**src/hw/rtl/dvfs_pkg.sv**
```systemverilog
package dvfs_pkg;

    localparam int MAX_DISTINCT = 32;
    localparam int COUNT_BITS   = 16;
    localparam int VALUE_W      = 32;
    localparam int OCC_W        = 16;
    localparam int RANK_W       = 5;
    localparam int PHASE_W      = $clog2(MAX_DISTINCT + 1);

    localparam logic [COUNT_BITS-1:0] COUNT_TOP = '1;
    localparam logic [COUNT_BITS-1:0] COUNT_ONE = COUNT_BITS'(1);

    localparam logic [1:0] OP_HOLD  = 2'd0;
    localparam logic [1:0] OP_LOAD  = 2'd1;
    localparam logic [1:0] OP_SORT  = 2'd2;
    localparam logic [1:0] OP_SHIFT = 2'd3;

    typedef struct packed {
        logic                  valid;
        logic [VALUE_W-1:0]    value;
        logic [COUNT_BITS-1:0] count;
    } entry_t;

    typedef struct packed {
        logic [1:0]         op;
        logic [VALUE_W-1:0] sample;
        logic               any_match;
    } cell_ctl_t;

endpackage

```
**src/hw/rtl/dvfs_cell.sv**
```systemverilog
module dvfs_cell
    import dvfs_pkg::*;
(
    input  logic      clk,
    input  logic      rst_n,
    input  cell_ctl_t ctl,
    input  logic      pair_left,
    input  entry_t    prev,
    input  entry_t    next,
    output entry_t    cur,
    output logic      match
);

    logic                  valid_reg;
    logic                  valid_next;
    logic [VALUE_W-1:0]    value_reg;
    logic [VALUE_W-1:0]    value_next;
    logic [COUNT_BITS-1:0] count_reg;
    logic [COUNT_BITS-1:0] count_next;
    logic                  swap_right;
    logic                  swap_left;

    assign cur.valid = valid_reg;
    assign cur.value = value_reg;
    assign cur.count = count_reg;

    assign match      = valid_reg && (value_reg == ctl.sample);
    assign swap_right = valid_reg && next.valid && (count_reg > next.count);
    assign swap_left  = valid_reg && prev.valid && (prev.count > count_reg);

    always_comb
    begin
        valid_next = valid_reg;
        value_next = value_reg;
        count_next = count_reg;
        case (ctl.op)
            OP_LOAD:
            begin
                if (match)
                begin
                    if (count_reg != COUNT_TOP)
                    begin
                        count_next = count_reg + COUNT_ONE;
                    end
                end
                else if (!valid_reg && prev.valid && !ctl.any_match)
                begin
                    valid_next = 1'b1;
                    value_next = ctl.sample;
                    count_next = COUNT_ONE;
                end
            end
            OP_SORT:
            begin
                if (pair_left && swap_right)
                begin
                    value_next = next.value;
                    count_next = next.count;
                end
                else if (!pair_left && swap_left)
                begin
                    value_next = prev.value;
                    count_next = prev.count;
                end
            end
            OP_SHIFT:
            begin
                valid_next = next.valid;
                value_next = next.value;
                count_next = next.count;
            end
            default:
            begin
                valid_next = valid_reg;
            end
        endcase
    end

    always_ff @(posedge clk or negedge rst_n)
    begin
        if (!rst_n)
        begin
            valid_reg <= 1'b0;
        end
        else
        begin
            valid_reg <= valid_next;
        end
    end

    always_ff @(posedge clk)
    begin
        value_reg <= value_next;
        count_reg <= count_next;
    end

endmodule

```
**config.mk**
```make
export PLATFORM = sky130hd
export DESIGN_NAME = dvfs_cell
export DESIGN_NICKNAME = d
export VERILOG_FILES = /design/src/hw/rtl/dvfs_pkg.sv /design/src/hw/rtl/dvfs_cell.sv
export SDC_FILE = /design/constraint.sdc
export NUM_CORES = 1
export LEC_CHECK = 0
export BUFFER_PORTS_ARGS = -buffer_cell sky130_fd_sc_hd__buf_2
export CORE_MARGIN = 2
export CORE_UTILIZATION = 24
export CTS_BUF_LIST = sky130_fd_sc_hd__clkbuf_16
export DETAILED_ROUTE_END_ITERATION = 6
export GPL_TIMING_DRIVEN = 0
export PLACE_DENSITY_LB_ADDON = 0.1
export SKIP_LAST_GASP = 1
export SLEW_MARGIN = 20
export SYNTH_ARGS = -nofsm -noshare
export SYNTH_HDL_FRONTEND = slang
export SYNTH_SLANG_ARGS = --single-unit
```
**constraint.sdc**
```tcl
create_clock -name clk -period 3.9 [get_ports clk]
set_input_delay 0.39 -clock clk [delete_from_list [all_inputs] [get_ports clk]]
set_output_delay 0.39 -clock clk [all_outputs]
set_load 0.005 [all_outputs]
```
==> results of run 1 <==
==> power by group <==
group          internal (mW)  total (mW)  switching [mW]
Clock                  0.305       0.528           0.223
Sequential             0.643       0.689          0.0466
Combinational          0.235       0.498           0.264
==> cell type report <==
class                           instances  share of cell area (%)
Inverter                               38                   2.631
Clock buffer                            5                   2.308
Sequential cell                        49                   27.05
Antenna cell                            1                 0.04616
Buffer                                 16                   1.523
Tap cell                              220                   5.077
Timing Repair Buffer                  187                   17.96
Multi-Input combinational cell        307                   42.60
Clock inverter                          3                  0.8078
==> worst max-delay path, stage by stage (launching register included) <==
cell,delay (ns)
edfxtp_1,0.43
inv_1,0.14
ha_1,0.25
and3_1,0.20
a221o_1,0.35
a221oi_1,0.39
a31oi_1,0.16
nor3_1,0.48
nor2_4,0.21
buf_16,0.23
==> layer usage <==
| layer | wire length (um) | track usage, % |
|---|---|---|
| met4 | 163 | 4.062 |
| met3 | 987 | 4.368 |
| met1 | 6190 | 19.39 |
| met2 | 7036 | 29.10 |
| met5 | 0 | 0 |
==> metrics by stage <==
| step | cells | hold WS [ns] | area, um^2 | setup TNS, ns |
|---|---|---|---|---|
| final | 826 | 0.3414 | 5421 | 0 |
| after detailed placement | 816 | 0.1668 | 5240 | 0 |
| after global placement | 814 | 0.1673 | 5187 | -18.92 |
| after CTS | 825 | 0.3367 | 5419 | 0 |
| after floorplan | 410 | 0.09441 | 3991 | 0 |
| after global routing | 825 | 0.3783 | 5419 | 0 |
==> layout by cell type (no fill, tap or decap), drive strengths merged, types with 2 or more instances in the layout <==
cell / n
a21o: 4
a21oi: 44
a31oi: 4
and3: 3
and4: 6
buf: 193
clkbuf: 14
clkinv: 3
edfxtp: 48
ha: 33
inv: 37
mux2i: 48
nand2: 12
nand3: 14
nand4: 10
nor2: 34
nor2b: 2
nor3: 7
nor4: 5
o211ai: 3
o21ai: 7
o22ai: 13
xnor2: 22
xor2: 21
==> cells by family after synthesis <==
family                   count (synthesis)  synth area share [%]
AND/OR/NAND/NOR                         99                 13.07
AO/OA/AOI/OAI                           84                 12.54
buffers and inverters                   54                 5.642
flip-flops                              49                 36.74
multiplexers                            48                 12.04
XOR/XNOR                                43                 9.624
adder cells (fa/ha/maj)                 33                 10.34
==> how the worst max path moves through the flow <==
stage / slack, ns / end / from
2_1_floorplan: 0.66 / value_reg[0] / count_reg[13]
3_3_place_gp: -0.59 / value_reg[9] / count_reg[15]
3_5_place_dp: 0.79 / count_reg[5] / ctl[21]
4_1_cts: 0.77 / value_reg[9] / count_reg[11]
5_1_grt: 0.62 / value_reg[21] / count_reg[11]
6_report: 0.80 / value_reg[21] / count_reg[11]
==> repair_timing <==
action | in CTS | in global routing
hold buffers | 1 | 0
setup endpoints to repair | 0 | 0
endpoints found under the hold margin | 1 | 0
==> run_results.csv, run 1 <==
group,metric,value,unit
outcome,status,"complete, no violations",
critical_path,startpoint_type,"register",
finish,fillers,1767,
timing,final.period_utilization,79.42,%
synthesis,yosysWarnings,0,
synthesis,yosysTopAreaCell,"edfxtp_1",
global_routing,grt_max_degree,21,
clock_tree,cts.repair.resized,0,
place,numPortBuffers,184,
critical_path,r2r-end,"value_reg[21]",
place,gp_congestion,0.8050,
finish,syn_to_final_growth,35.83,%
timing,fin_worst_skew,0.01034,ns
synthesis,synth-edff-count,48,
timing,finalWorstSetupSlack,0.8025,ns
floorplan,dieWidth,133.0,um
place,dp_hpwl,11670,um
place,place_ws,0.7877,ns
critical_path,critPathArrivalTime,3.15,ns
global_routing,grt_pass1_vias,4020,
finish,multi_input_area,2310,um^2
global_routing,grt.total_usage,16.30,%
clock_tree,cts.sinks,49,
floorplan,ios,186,
min_path,whs_path_depth,3,
synthesis,synthesis.area,3991,um^2
drt,avgViaCountPerCell,4.581,
floorplan,die_area,17680,um^2
synthesis,synth_seq_cells,49,
drt,drt-total-wl,14380,um
synthesis,ys_top_cells_by_count,"edfxtp_1, mux2i_1, a21oi_1",
power_and_ir_drop,powerDensity,316.5,nW/um^2
timing,timing.final.max_slew_violations,0,
clock_tree,clockBufferDepth,2,
min_path,whs_endpoint,"valid_reg",
finish,largest_reg_flops,32,
floorplan,num_rows,47,
clock_tree,cts_setup_buffers,0,
min_path,hp-class,"in -> reg",
synthesis,yosysUniqueCellTypes,46,
clock_tree,clk_pin_slew,0.08,ns
synthesis,async_flop_share,2.041,%
drt,drt-initial-drc-count,77,
min_path,min-delay-start,"next[48]",
timing,finalHoldViolCount,0,
synthesis,syn_avg_cell_area,9.735,um^2
clock_tree,h-tree-depth,2,
drt,ant_nets,0,
floorplan,start_util,24.33,%
critical_path,path_class,"reg -> reg",
timing,period_needed,3.097,ns
drt,dr.pass1.iters,4,
global_routing,antenna_found_initial,1,
timing,worst-slew-pin-transition,0.6727,ns
drt,drc,0,
synthesis,synthFlopType,"edfxtp_1",
clock_tree,root_buffer,"clkbuf_16",
floorplan,core,16410,um^2
timing,finalSetupViolations,0,
global_routing,overflow,0,
synthesis,ys_seq_area_share,36.74,%
critical_path,reg2reg_depth,9,
clock_tree,numCtsBuffers,5,
clock_tree,clkLatencyLatePin,0.31,ns
finish,drive_gt1_share,34.71,%
critical_path,r2r_slack,0.80,ns
clock_tree,cts_tree,"done",
flow_run,max-cap-violations,0,
synthesis,synth.top_cell.area_share,36.11,%
power_and_ir_drop,p_leak,2.475,nW
critical_path,critPathMaxFanout,20,
timing,fmax,322.8,MHz
floorplan,die_y,133.0,um
drt,wl_per_cell,17.41,um
power_and_ir_drop,finalPower,1.716,mW
synthesis,synth.area.top_cells,"edfxtp_1, mux2i_1, ha_1",
timing,max_slew_margin,55.15,%
global_routing,grt_pass1_wl,21980,um
critical_path,crit-reg2reg-launch,"count_reg[11]",
power_and_ir_drop,peakVddDrop,0.2496,mV
timing,rsz0062_at_grt,"false",
drt,routed-via-count,3784,
finish,utilization,33.04,%
finish,regArea,1466,um^2
critical_path,critPathRequiredTime,3.96,ns
critical_path,end_kind,"register",
finish,layout.nets,773,
synthesis,syn_nets,579,
synthesis,syn_inst,410,
Note: power is estimated with default switching activity, not from simulation.
==> run 2, diff against run 1 <==
ABC_AREA = 1   (was default)
clock period = 3 ns   (was 3.9 ns; I/O delays follow)
==> run_results.csv, run 2 <==
group,metric,value,unit
timing,hold_ws,0.2864,ns
finish,syn_to_final_growth,27.75,%
drt,drt-total-wl,23310,um
finish,finalNonFillerCells,1359,
clock_tree,cts.sinks,49,
clock_tree,clkLatencyLatePin,0.31,ns
synthesis,synth_seq_cells,49,
critical_path,startpoint_type,"register",
global_routing,grt_pass1_vias,5825,
synthesis,ys_top_cells_by_count,"nand2_1, inv_1, nand3_1",
floorplan,num_rows,55,
drt,drt-initial-drc-count,399,
finish,drive_gt1_share,21.69,%
timing,fin_worst_skew,0.009471,ns
timing,worst-slew-pin-transition,0.7798,ns
finish,num_antenna_cells,0,
timing,max_slew_margin,48.01,%
drt,wl_per_cell,17.15,um
clock_tree,h-tree-depth,2,
finish,fin_area,6987,um^2
floorplan,ios,186,
synthesis,synth-edff-count,48,
timing,finalHoldViolCount,0,
synthesis,yosysWarnings,0,
critical_path,crit_path_max_incr_delay,0.54,ns
global_routing,grt_max_degree,18,
timing,period_needed,2.749,ns
finish,largest_reg_flops,32,
power_and_ir_drop,p_leak,3.810,nW
place,dpl.cell_count,1349,
clock_tree,clockBufferDepth,2,
synthesis,synthFlopType,"edfxtp_1",
finish,layout.nets,1242,
place,numPortBuffers,185,
critical_path,crit_top_cell,"nand2_1",
drt,avgViaCountPerCell,4.546,
critical_path,path_cells,"ha_1 > nand2_1 > nor2_1 > nand2_1 > nand2_1 > nand2_2 > nand2_4 > nand2_2 > buf_6 > nand3_1 > nand2_1 > nor2_4 > buf_8",
synthesis,syn_inst,877,
power_and_ir_drop,peakVddDrop,0.2249,mV
power_and_ir_drop,finalPower,2.480,mW
power_and_ir_drop,powerDensity,355.0,nW/um^2
synthesis,syn_avg_cell_area,6.236,um^2
global_routing,grt_pass1_wl,34080,um
place,dp_hpwl,18760,um
critical_path,path_class,"reg -> reg",
synthesis,yosysUniqueCellTypes,31,
synthesis,synth.area.top_cells,"edfxtp_1, nand2_1, nand3_1",
floorplan,die_area,24010,um^2
global_routing,grt.total_usage,18.92,%
place,post_dp_cell_area,6804,um^2
synthesis,syn_nets,1046,
timing,finalSetupViolations,0,
floorplan,core,22500,um^2
synthesis,ys_seq_area_share,26.81,%
clock_tree,clk_pin_slew,0.08,ns
finish,layout_commonest_cell,"nand2_1",
timing,timing.final.max_slew_violations,0,
min_path,hp-class,"in -> reg",
drt,ant_nets,0,
drt,routed-via-count,6178,
flow_run,max-cap-violations,0,
critical_path,critPathRequiredTime,3.03,ns
global_routing,overflow,0,
finish,fillers,2567,
drt,dr.pass1.iters,6,
outcome,status,"complete, no violations",
synthesis,synth.top_cell.area_share,26.36,%
synthesis,synthesis.area,5469,um^2
synthesis,async_flop_share,2.041,%
timing,rsz0062_at_grt,"false",
critical_path,cp_slowest_cell,"edfxtp_1",
synthesis,synth_most_common_cell,"nand2_1",
floorplan,dieWidth,155.0,um
critical_path,end_kind,"register",
place,place_ws,0.03542,ns
floorplan,start_util,24.30,%
timing,final.period_utilization,91.65,%
floorplan,die_y,155.0,um
timing,fmax,363.7,MHz
global_routing,antenna_found_initial,0,
clock_tree,numCtsBuffers,5,
critical_path,critPathArrivalTime,2.77,ns
clock_tree,cts_tree,"done",
finish,mostFrequentLayoutCells,"nand2_1, buf_2, inv_1, nand3_1, nor2_1",
drt,drc,0,
timing,finalWorstSetupSlack,0.2505,ns
place,gp_congestion,0.9153,
critical_path,critPathMaxFanout,10,
synthesis,yosysTopAreaCell,"edfxtp_1",
clock_tree,root_buffer,"clkbuf_16",
==> run 2: cell count changes after synthesis, moves of 30 or more <==
| cell | delta |
|---|---|
| nand3_1 | +115 |
| inv_1 | +115 |
| nor2_1 | +30 |
| mux2i_1 | -48 |
| nand3b_1 | +34 |
| nand2_1 | +276 |
==> run 2: cell type report <==
class | count | area, um^2 | area share (%)
Timing Repair Buffer | 189 | 998.5 | 14.29
Multi-Input combinational cell | 643 | 3259 | 46.65
Tap cell | 285 | 356.6 | 5.104
Clock buffer | 5 | 125.1 | 1.791
Sequential cell | 49 | 1466 | 20.99
Clock inverter | 3 | 22.52 | 0.3223
Buffer | 34 | 191.4 | 2.740
Inverter | 151 | 566.8 | 8.112
==> run 2: power breakdown <==
part | switching, mW | total [mW] | internal [mW]
registers | 0.0786 | 0.925 | 0.846
logic | 0.582 | 0.938 | 0.356
clock network | 0.305 | 0.618 | 0.312
total | 0.966 | 2.48 | 1.51
==> run 2: final timing paths <==
path,startpoint,to,slack (ns),cells after the start
max in group asynchronous,rst_n,valid_reg,2.60,2
min in group asynchronous,rst_n,valid_reg,0.30,2
setup reg to reg,count_reg[5],count_reg[13],0.25,13
hold reg to reg,valid_reg,valid_reg,0.84,3
setup / recovery,count_reg[5],count_reg[13],0.25,13
hold / removal,next[22],value_reg[6],0.29,3
==> run 2: cell families (layout without fill, tap and decap cells) <==
logic type      count (synthesis)  count (layout)  synth area share, %
xor+xnor                       17              17                2.722
buf+inv                       185             382                13.86
compound gates                 28              28                2.677
fa+ha+maj                      33              33                7.550
simple gates                  565             565                46.37
flops                          49              49                26.81
==> run 2: metal layers <==
layer  up-vias  global-route usage [%]  part of all wire (%)  routed length [um]
met5         -                       0                     0                   0
met4         0                   3.483                   1.0                 238
met3        12                   2.396                   4.8                1108
met2       169                   33.27                    48               11190
met1      2797                   25.04                    46               10770
li1       3200                       -                     -                   -
==> run 2: worst max-delay path: cells and delay by family, from the launching register on <==
family	cells	cell delay [ns]
DFF	1	0.54
adders and majority gates	1	0.36
buffers and inverters	2	0.38
and+or+nand+nor	10	1.18
==> run 2: what timing repair did <==
action                                  4_1_cts  5_1_grt
endpoints found under the setup margin        0       42
hold endpoints to repair                      1        0
buffers inserted                              0        1
hold buffers                                  1        0
resized for setup                             0        1
==> run 2: metrics by stage <==
step | setup TNS [ns] | util [%]
after floorplan | 0 | -
after global placement | -34.00 | 30.01
after detailed placement | 0 | 30.24
after CTS | 0 | 30.94
after global routing | 0 | 31.05
final | 0 | 31.05
==> run 3, diff against run 2 <==
--- a/config.mk
+++ b/config.mk
@@ -9,5 +9,5 @@
 export BUFFER_PORTS_ARGS = -buffer_cell sky130_fd_sc_hd__buf_2
 export CORE_MARGIN = 2
-export CORE_UTILIZATION = 24
+export CORE_UTILIZATION = 52
 export CTS_BUF_LIST = sky130_fd_sc_hd__clkbuf_16
 export DETAILED_ROUTE_END_ITERATION = 6
==> constraint.sdc (replaced) <==
create_clock -name clk -period 3 [get_ports clk]
set_input_delay 0.3 -clock clk [delete_from_list [all_inputs] [get_ports clk]]
set_output_delay 0.3 -clock clk [all_outputs]
set_load 0.01 [all_outputs]
==> run_results.csv, run 3 (synthesis results as in run 2) <==
group,metric,value,unit
outcome,status,"complete, no violations",
drt,drt-initial-drc-count,401,
flow_run,max-cap-violations,0,
power_and_ir_drop,peakVddDrop,0.2553,mV
global_routing,grt_max_degree,20,
critical_path,reg2reg_depth,17,
place,place_ws,0.2459,ns
clock_tree,numCtsBuffers,5,
clock_tree,clkLatencyLatePin,0.30,ns
min_path,hp-class,"in -> reg",
finish,num_antenna_cells,0,
finish,multi_input_area,3254,um^2
critical_path,r2r_slack,0.23,ns
drt,avgViaCountPerCell,5.270,
clock_tree,h-tree-depth,2,
critical_path,end_kind,"register",
finish,mostFrequentLayoutCells,"nand2_1, buf_2, inv_1, nand3_1, nor2_1",
timing,final.period_utilization,92.34,%
floorplan,die_area,11350,um^2
timing,worst-slew-pin-transition,0.6179,ns
power_and_ir_drop,powerDensity,357.3,nW/um^2
floorplan,num_rows,37,
place,gp_congestion,0.9238,
global_routing,antenna_found_initial,0,
critical_path,path_class,"reg -> reg",
critical_path,r2r-end,"value_reg[31]",
power_and_ir_drop,pwr-share-comb,37.7,%
timing,hold_ws,0.2969,ns
power_and_ir_drop,p_seq_share,38.0,%
place,dp_hpwl,14130,um
critical_path,crit_path_start,"count_reg[0]",
drt,ant_nets,0,
finish,layout_commonest_cell,"nand2_1",
power_and_ir_drop,p_sw,0.9141,mW
global_routing,grt.total_usage,31.05,%
timing,fmax,361.0,MHz
floorplan,die_y,106.6,um
global_routing,overflow,0,
clock_tree,cts.sinks,49,
clock_tree,cts.repair.resized,0,
global_routing,grt_pass1_vias,5918,
critical_path,crit_path_max_incr_delay,0.54,ns
timing,rsz0062_at_grt,"false",
power_and_ir_drop,intPower,1.505,mW
floorplan,dieWidth,106.6,um
clock_tree,cts_setup_buffers,0,
finish,layout.nets,1241,
critical_path,startpoint_type,"register",
timing,max_slew_margin,58.81,%
critical_path,critPathArrivalTime,2.77,ns
critical_path,crit_top_cell,"nand2_1",
drt,drt-total-wl,18000,um
floorplan,core,10280,um^2
critical_path,cp_slowest_cell,"edfxtp_1",
power_and_ir_drop,clkPwrFrac,24.3,%
critical_path,critPathRequiredTime,3.00,ns
timing,period_needed,2.770,ns
finish,largest_reg_flops,32,
timing,finalSetupViolations,0,
clock_tree,root_buffer,"clkbuf_16",
critical_path,crit_end,"value_reg[31]",
drt,wl_per_cell,14.89,um
clock_tree,cts_tree,"done",
finish,fillers,1064,
power_and_ir_drop,swShare,37.79,%
place,numPortBuffers,185,
critical_path,critPathMaxFanout,19,
timing,timing.final.max_slew_violations,0,
critical_path,crit-reg2reg-launch,"count_reg[0]",
timing,fin_worst_skew,0.01173,ns
critical_path,path_cells,"inv_1 > ha_1 > inv_1 > nand2_1 > nand2_1 > nand2_1 > nand2_1 > nand2_1 > nand2_1 > nand2_2 > nand2_4 > nand2_2 > buf_6 > nand3_1 > nand2_1 > nor2_4 > buf_16",
finish,syn_to_final_growth,23.79,%
timing,finalHoldViolCount,0,
floorplan,ios,186,
power_and_ir_drop,p_leak,3.797,nW
drt,routed-via-count,6371,
finish,drive_gt1_share,21.53,%
clock_tree,clockBufferDepth,2,
timing,finalWorstSetupSlack,0.2297,ns
floorplan,start_util,53.21,%
drt,drc,0,
global_routing,grt_pass1_wl,27930,um
clock_tree,clk_pin_slew,0.08,ns
drt,dr.pass1.iters,5,
finish,regArea,1466,um^2
## run 3: area by class of cell
| class | count | area share (%) |
|---|---|---|
| timing repair buffer | 188 | 14.45 |
| inverter | 151 | 8.372 |
| sequential | 49 | 21.66 |
| tap | 136 | 2.513 |
| multi-input combinational | 643 | 48.07 |
| clock inverter | 3 | 0.2587 |
| buffer | 34 | 2.828 |
| clock buffer | 5 | 1.848 |
## run 3: how the worst min path moves through the flow
stage / cells after the start / endpoint / from
after floorplan: 0 / valid_reg / rst_n
after global placement: 1 / valid_reg / rst_n
after detailed placement: 1 / valid_reg / rst_n
after CTS: 3 / value_reg[28] / next[44]
after global routing: 3 / value_reg[20] / next[36]
final: 3 / value_reg[20] / next[36]
## run 3: power by group through the flow
stage          clock network [mW]  registers (mW)  logic [mW]
2_1_floorplan                   0           0.951       0.515
3_3_place_gp                    0           0.936       0.876
3_5_place_dp                    0           0.934       0.900
4_1_cts                     0.587           0.919       0.906
5_1_grt                     0.605           0.929        1.02
6_report                    0.588           0.919       0.913
## run 3: metrics by stage
stage / std cells / setup TNS, ns / instance area [um^2] / utilization, % / total power, mW
6_report: 1209 / 0 / 6770 / 65.88 / 2.419
3_3_place_gp: 1198 / -22.06 / 6568 / 63.90 / 1.812
4_1_cts: 1209 / 0 / 6770 / 65.88 / 2.412
2_1_floorplan: 877 / 0 / 5472 / - / 1.466
5_1_grt: 1209 / 0 / 6770 / 65.88 / 2.556
3_5_place_dp: 1200 / 0 / 6618 / 64.39 / 1.833
## run 3: per-layer routing
metal  part of all wire [%]  GRT usage [%]
met1                     39          36.76
met2                     50          57.05
met3                    7.0          2.943
met4                    3.9          13.08
met5                      0              0
## run 3: worst max-delay path: cells and delay by family (launching register included)
family                   cells  cell delay (ns)
flip-flops                   1             0.54
AND/OR/NAND/NOR             12             1.16
buffers and inverters        4             0.56
adder cells (fa/ha/maj)      1             0.19
## run 3: what timing repair did
item / CTS / global route
setup endpoints to repair: 0 / 0
hold endpoints to repair: 1 / 0
hold buffers: 1 / 0
